===== src/hw/rtl/mhpq_pkg.sv =====
// shared types and constants for the max heap priority queue
package mhpq_pkg;

  localparam int KEY_W   = 32;
  localparam int COUNT_W = 11;

  localparam logic signed [KEY_W-1:0] KEY_MIN = {1'b1, {(KEY_W-1){1'b0}}};

  localparam logic REQ_PUSH = 1'b0;
  localparam logic REQ_POP  = 1'b1;

  typedef enum logic [1:0] {
    ST_DONE  = 2'd0,
    ST_FULL  = 2'd1,
    ST_EMPTY = 2'd2
  } status_t;

  typedef struct packed {
    logic                    push;
    logic                    pop;
    logic signed [KEY_W-1:0] key;
  } cell_cmd_t;

endpackage


===== src/hw/rtl/mhpq_cell.sv =====
// one slot of the sorted key chain, largest key at the head
module mhpq_cell (
  input  logic                              clk,
  input  mhpq_pkg::cell_cmd_t               cmd,
  input  logic                              occupied,
  input  logic                              left_ge,
  input  logic signed [mhpq_pkg::KEY_W-1:0] left_key,
  input  logic signed [mhpq_pkg::KEY_W-1:0] right_key,
  output logic                              ge,
  output logic signed [mhpq_pkg::KEY_W-1:0] key
);

  // this slot keeps its key on a push when it is occupied and ranks at or above the new key
  assign ge = occupied && (key >= cmd.key);

  always_ff @(posedge clk) begin
    if (cmd.push) begin
      if (!ge) begin
        key <= left_ge ? cmd.key : left_key;
      end
    end else if (cmd.pop) begin
      key <= right_key;
    end
  end

endmodule

===== config.mk =====
export PLATFORM = sky130hd
export DESIGN_NAME = mhpq_cell
export DESIGN_NICKNAME = d
export VERILOG_FILES = /design/src/hw/rtl/mhpq_pkg.sv /design/src/hw/rtl/mhpq_cell.sv
export SDC_FILE = /design/constraint.sdc
export NUM_CORES = 1
export LEC_CHECK = 0
export BUFFER_PORTS_ARGS = -buffer_cell sky130_fd_sc_hd__buf_2
export CAP_MARGIN = 20
export CORE_MARGIN = 2
export CORE_UTILIZATION = 45
export DETAILED_ROUTE_END_ITERATION = 6
export HOLD_SLACK_MARGIN = 0.03
export PLACE_DENSITY = 0.8
export SLEW_MARGIN = 20
export SYNTH_ARGS = -nofsm -noshare
export SYNTH_HDL_FRONTEND = slang
export SYNTH_SLANG_ARGS = --single-unit
export TNS_END_PERCENT = 10

===== constraint.sdc =====
create_clock -name clk -period 3.4 [get_ports clk]
set_input_delay 0 -clock clk [delete_from_list [all_inputs] [get_ports clk]]
set_output_delay 0 -clock clk [all_outputs]
set_load 0.02 [all_outputs]

; ---- Word-level counts from Yosys, hierarchy flattened
; Cells that the tools add are included.
[classes]
n_lt_le_gt_ge = 1
mux = 4
reduce_logical = 3
eq_ne = 1
[ops]
columns = op, n
row1 = 2-to-1 mux 32 bit, 4
row2 = >= comparator 32 bit, 1
row3 = "inequality test 2 bit, second input constant", 1
row4 = AND reduction 2 bit, 1
row5 = nonzero test 2 bit, 1
row6 = logical AND 1 bit, 1
[totals]
inputBits = 101
reg_bits = 32

; ---- Logic depth before layout (Yosys ltp)
[depth]
word_depth = 4
ltp_mapped = 8
ltp_nobuf = 8

; ---- Worst setup path before layout
; OpenSTA, ideal clock, no wires.
[synth_timing]
kind = reg-to-reg
startpoint = register key[14] (netlist bit)
endpoint = register key[0] (netlist bit), enable pin
t_required_ps = 3006
n_path_buf = 0
slack_ps = 347
arrival_time_ps = 2659
setup_ps = 394
path_stages_with_launch = 8
path_cell_list = edfxtp_1 ha_1 and4_4 a211oi_2 o21ai_1 o31ai_1 nor3b_2 o32a_1
[synth_via]
elab_chain_cells = 4
[synth_rtl]
columns = item, line_no
row1 = from (decl), mhpq_cell.sv:10  ; output logic signed [mhpq_pkg::KEY_W-1:0] key
row2 = from (signal assigned), mhpq_cell.sv:19  ; key <= left_ge ? cmd.key : left_key;
row3 = from (signal assigned), mhpq_cell.sv:22  ; key <= right_key;
row4 = >= comparator 32 bit, mhpq_cell.sv:14  ; assign ge = occupied && (key >= cmd.key);
row5 = logical AND 1 bit, mhpq_cell.sv:14
row6 = inequality test 2 bit (no source line), n/a
row7 = AND reduction 2 bit (no source line), n/a
; Every way passes these cells.
; A chain may end at the register's enable or synchronous reset.

; ---- Worst setup path after layout
[layout_timing]
startpoint = register key[14] (netlist bit)
endpoint = register key[14] (netlist bit), enable pin
; Same word-level chain as after synthesis.

==> results.md <==
* Rows at 27
* Resize count post-CTS at 0
* Int Pwr at about 800 uW
* DRC at 0
* GPL Wtd Cong at ~0.76
* Post-route clock period utilization at 0.791
* Critical Setup Path Class: flip-flop to flip-flop
* Comb power frac at 0.333
* XOR/XNOR share of the synthesized area at 0
* Top-count cell post-synth: a21oi_1
* H-tree Lvls at 2
* RSZ-0062 raised after global routing: no
* Top post-synthesis cells by area: edfxtp_1 (39%), ha_1 (16%), mux2i_1 (13%)
* Sequential share of power at 0.434
* Biggest regs: key x32
* Status: finished, final reports clean
* Placed cells at 453
* Initial antenna violation count at 0
* Largest family of logic cells by synthesized area: adder cells
* Sw Ratio at 0.322
* Port buffer count at about 130
* Endpoints failing hold at 0
* Syn avg cell area at a little under 10 sq um
* Psw at about 380 uW
* Final Non-Filler Cells at roughly 460
* Yosys top cell by area: edfxtp_1
* Vias in the first global route at about 2200
* Actual slew at the worst max-slew pin at approximately 960 ps
* Critical path arrival at roughly 2700 ps
* Die Y at 78.2 microns
* Clock power frac at 0.233
* Total die area at approximately 0.0061 sq mm
* Die X at ~80 microns
* Clock skew at ~3.4 ps
* Pre-CTS WS at roughly 760 ps
* First-pass iteration count of the detailed router at 4
* Setup TNS at 0 ps
* CP startpoint kind: flip-flop
* Number of fill cells in the layout at around 500
* Avg WL per Cell at ~13 microns
* Synth Area in Adders at 0.162
* Detail Route Antenna Nets at 0
* Min-Delay Startpoint: right_key[5]
* Post-CTS Setup Bufs at 0
* Yosys warning count at 0
* CTS max path bufs at 2
* Crit Path Max Fanout at 20
* Cell depth of the worst hold path at 3
* CP required at around 3400 ps
* Largest Register: key
* Commonest cells post-synth: a21oi_1 (44), nor2_1 (33)
* Mux share of post-synthesis cell area at 0.129
* Grt total ovfl at 0
* Max Slew Vio Count at 0
* Main synth FF type: edfxtp_1
* Design Area, Final at between 0.003 and 0.004 sq mm
* Via count at about 2300
* Slew margin rel. at 0.360
* HPWL after DPL at around 4800 microns
* TritonCTS Sinks at 32
* Via-per-instance ratio at a little under 5
* R2R depth at 8
* First-pass GRT wire length at a little over 9000 microns
* Cells after Synth at between 200 and 300
* Initial core utilization at 0.458
* Fraction of layout cells with a size suffix above 1 at 0.383
* Global Route Usage Sum at 0.193
* Pin count of the biggest net entering global routing at 65
* Post-layout util at 0.610
* Peak VDD IR at ~240 uV
* Post-synth EDFFs at 32
* # nets final at roughly 520
* Total power at 1.18 mW
* Clock Tree Root: clkbuf_8
* Top cell type's share of synthesized area at 0.388
* Synth cell types at 33
* Hold endpoint: key[5]
* CTS tree: done
* Flop-to-flop setup slack at just over 700 ps
* Worst hold slack at between 40 and 50 ps
* Type of the most critical hold path: input port to flip-flop
* Clock transition at the registers of the reported paths at roughly 60 ps
* Cts bufs inserted at 5
* # setup viols final at 0
* Worst reg2reg endpoint: key[14]
* Max reg flops at 32
* PD cells at around 360 mW/mm^2
* Placed instance area at between 0.003 and 0.004 sq mm
* Final Worst Setup Slack at about 710 ps
* Endpoint type of the worst setup path: flip-flop
* Worst-Skew Late Latency at approximately 280 ps
* Hold buffers post-CTS at 0
* Reg2reg start: key[14]
* Post-synthesis simple-gate area fraction at 0.117
* Core Region at ~0.0054 sq mm
* Asr flop ratio synth at 0
* Area delta synth->final at 33.2%
* 1st-iter DRT viols at between 60 and 70
* Post-synthesis compound-gate area fraction at 0.138
* Max-Cap Viols at 0
* Syn nets at a little under 400
* Cell Area, Synth at between 0.002 and 0.0025 sq mm
* F_max at 372 MHz
* Sequential fraction of the synthesis area at 0.388
* Leak at around 1.7 nW
* Top Ports at 134
* Total Wirelength at between 5000 and 6000 microns
* Minimum clock period at 2690 ps
* ANT cells at 0
* Flops & latches, synth at 32
==> per-layer routing <==
layer,GRT usage,up-vias,share of wire
met1,0.218,1016,0.41
li1,-,1188,-
met2,0.355,72,0.51
met5,0,-,0
met3,0.0471,10,0.060
met4,0.0614,0,0.020
==> cells by family after synthesis <==
logic type | count (synthesis)
adder cells (fa/ha/maj) | 32
AO/OA/AOI/OAI | 59
multiplexers | 32
buffers and inverters | 43
AND/OR/NAND/NOR | 59
flip-flops | 32
==> placed cells by master (no fill, tap or decap), drive strengths merged, types with 2 or more instances in the layout <==
cell type and n:
edfxtp 32, inv 32, nand3 2, clkbuf 5
nand4 4, buf 135, and4 3, a21oi 44
nand2 8, o31ai 2, a211oi 3, nor2b 2
nor2 33, ha 32, o21ai 4, mux2i 32
clkinv 3, a21o 2, nor3b 2
==> layout make-up <==
type                    count  area [sq um]  area share
multi-input cells         182          1350       0.410
flip-flops and latches     32           961       0.291
repair buffers            135           693       0.210
inverters                  32           120      0.0364
well taps                  72          90.1      0.0273
clock buffers               5          68.8      0.0209
clock inverters             3          13.8     0.00417
==> power by group through the flow <==
stage          combinational (mW)  sequential, mW  clock, mW
2_1_floorplan               0.187           0.574          0
3_3_place_gp                0.388           0.518          0
3_5_place_dp                0.396           0.521          0
4_1_cts                     0.398           0.513      0.283
5_1_grt                     0.440           0.517      0.304
6_report                    0.392           0.512      0.275
==> worst max path at each step <==
stage          slack (ps)      end  cells after the start    start
2_1_floorplan         350   key[0]                      7  key[14]
3_3_place_gp          790   key[8]                      8  key[14]
3_5_place_dp          760  key[10]                      8  key[14]
4_1_cts               700  key[18]                      8  key[14]
5_1_grt               550  key[14]                      8  key[27]
6_report              710  key[14]                      8  key[14]
==> worst max-delay path, stage by stage, from the launching register on <==
cell and delay, ps:
edfxtp_1 390, ha_1 320, and4_4 220, a211oi_2 210, o21ai_1 80, o31ai_1 290, nor3b_2 260, o32a_2 400
buf_12 210
Power figures use the tool's default switching activity.
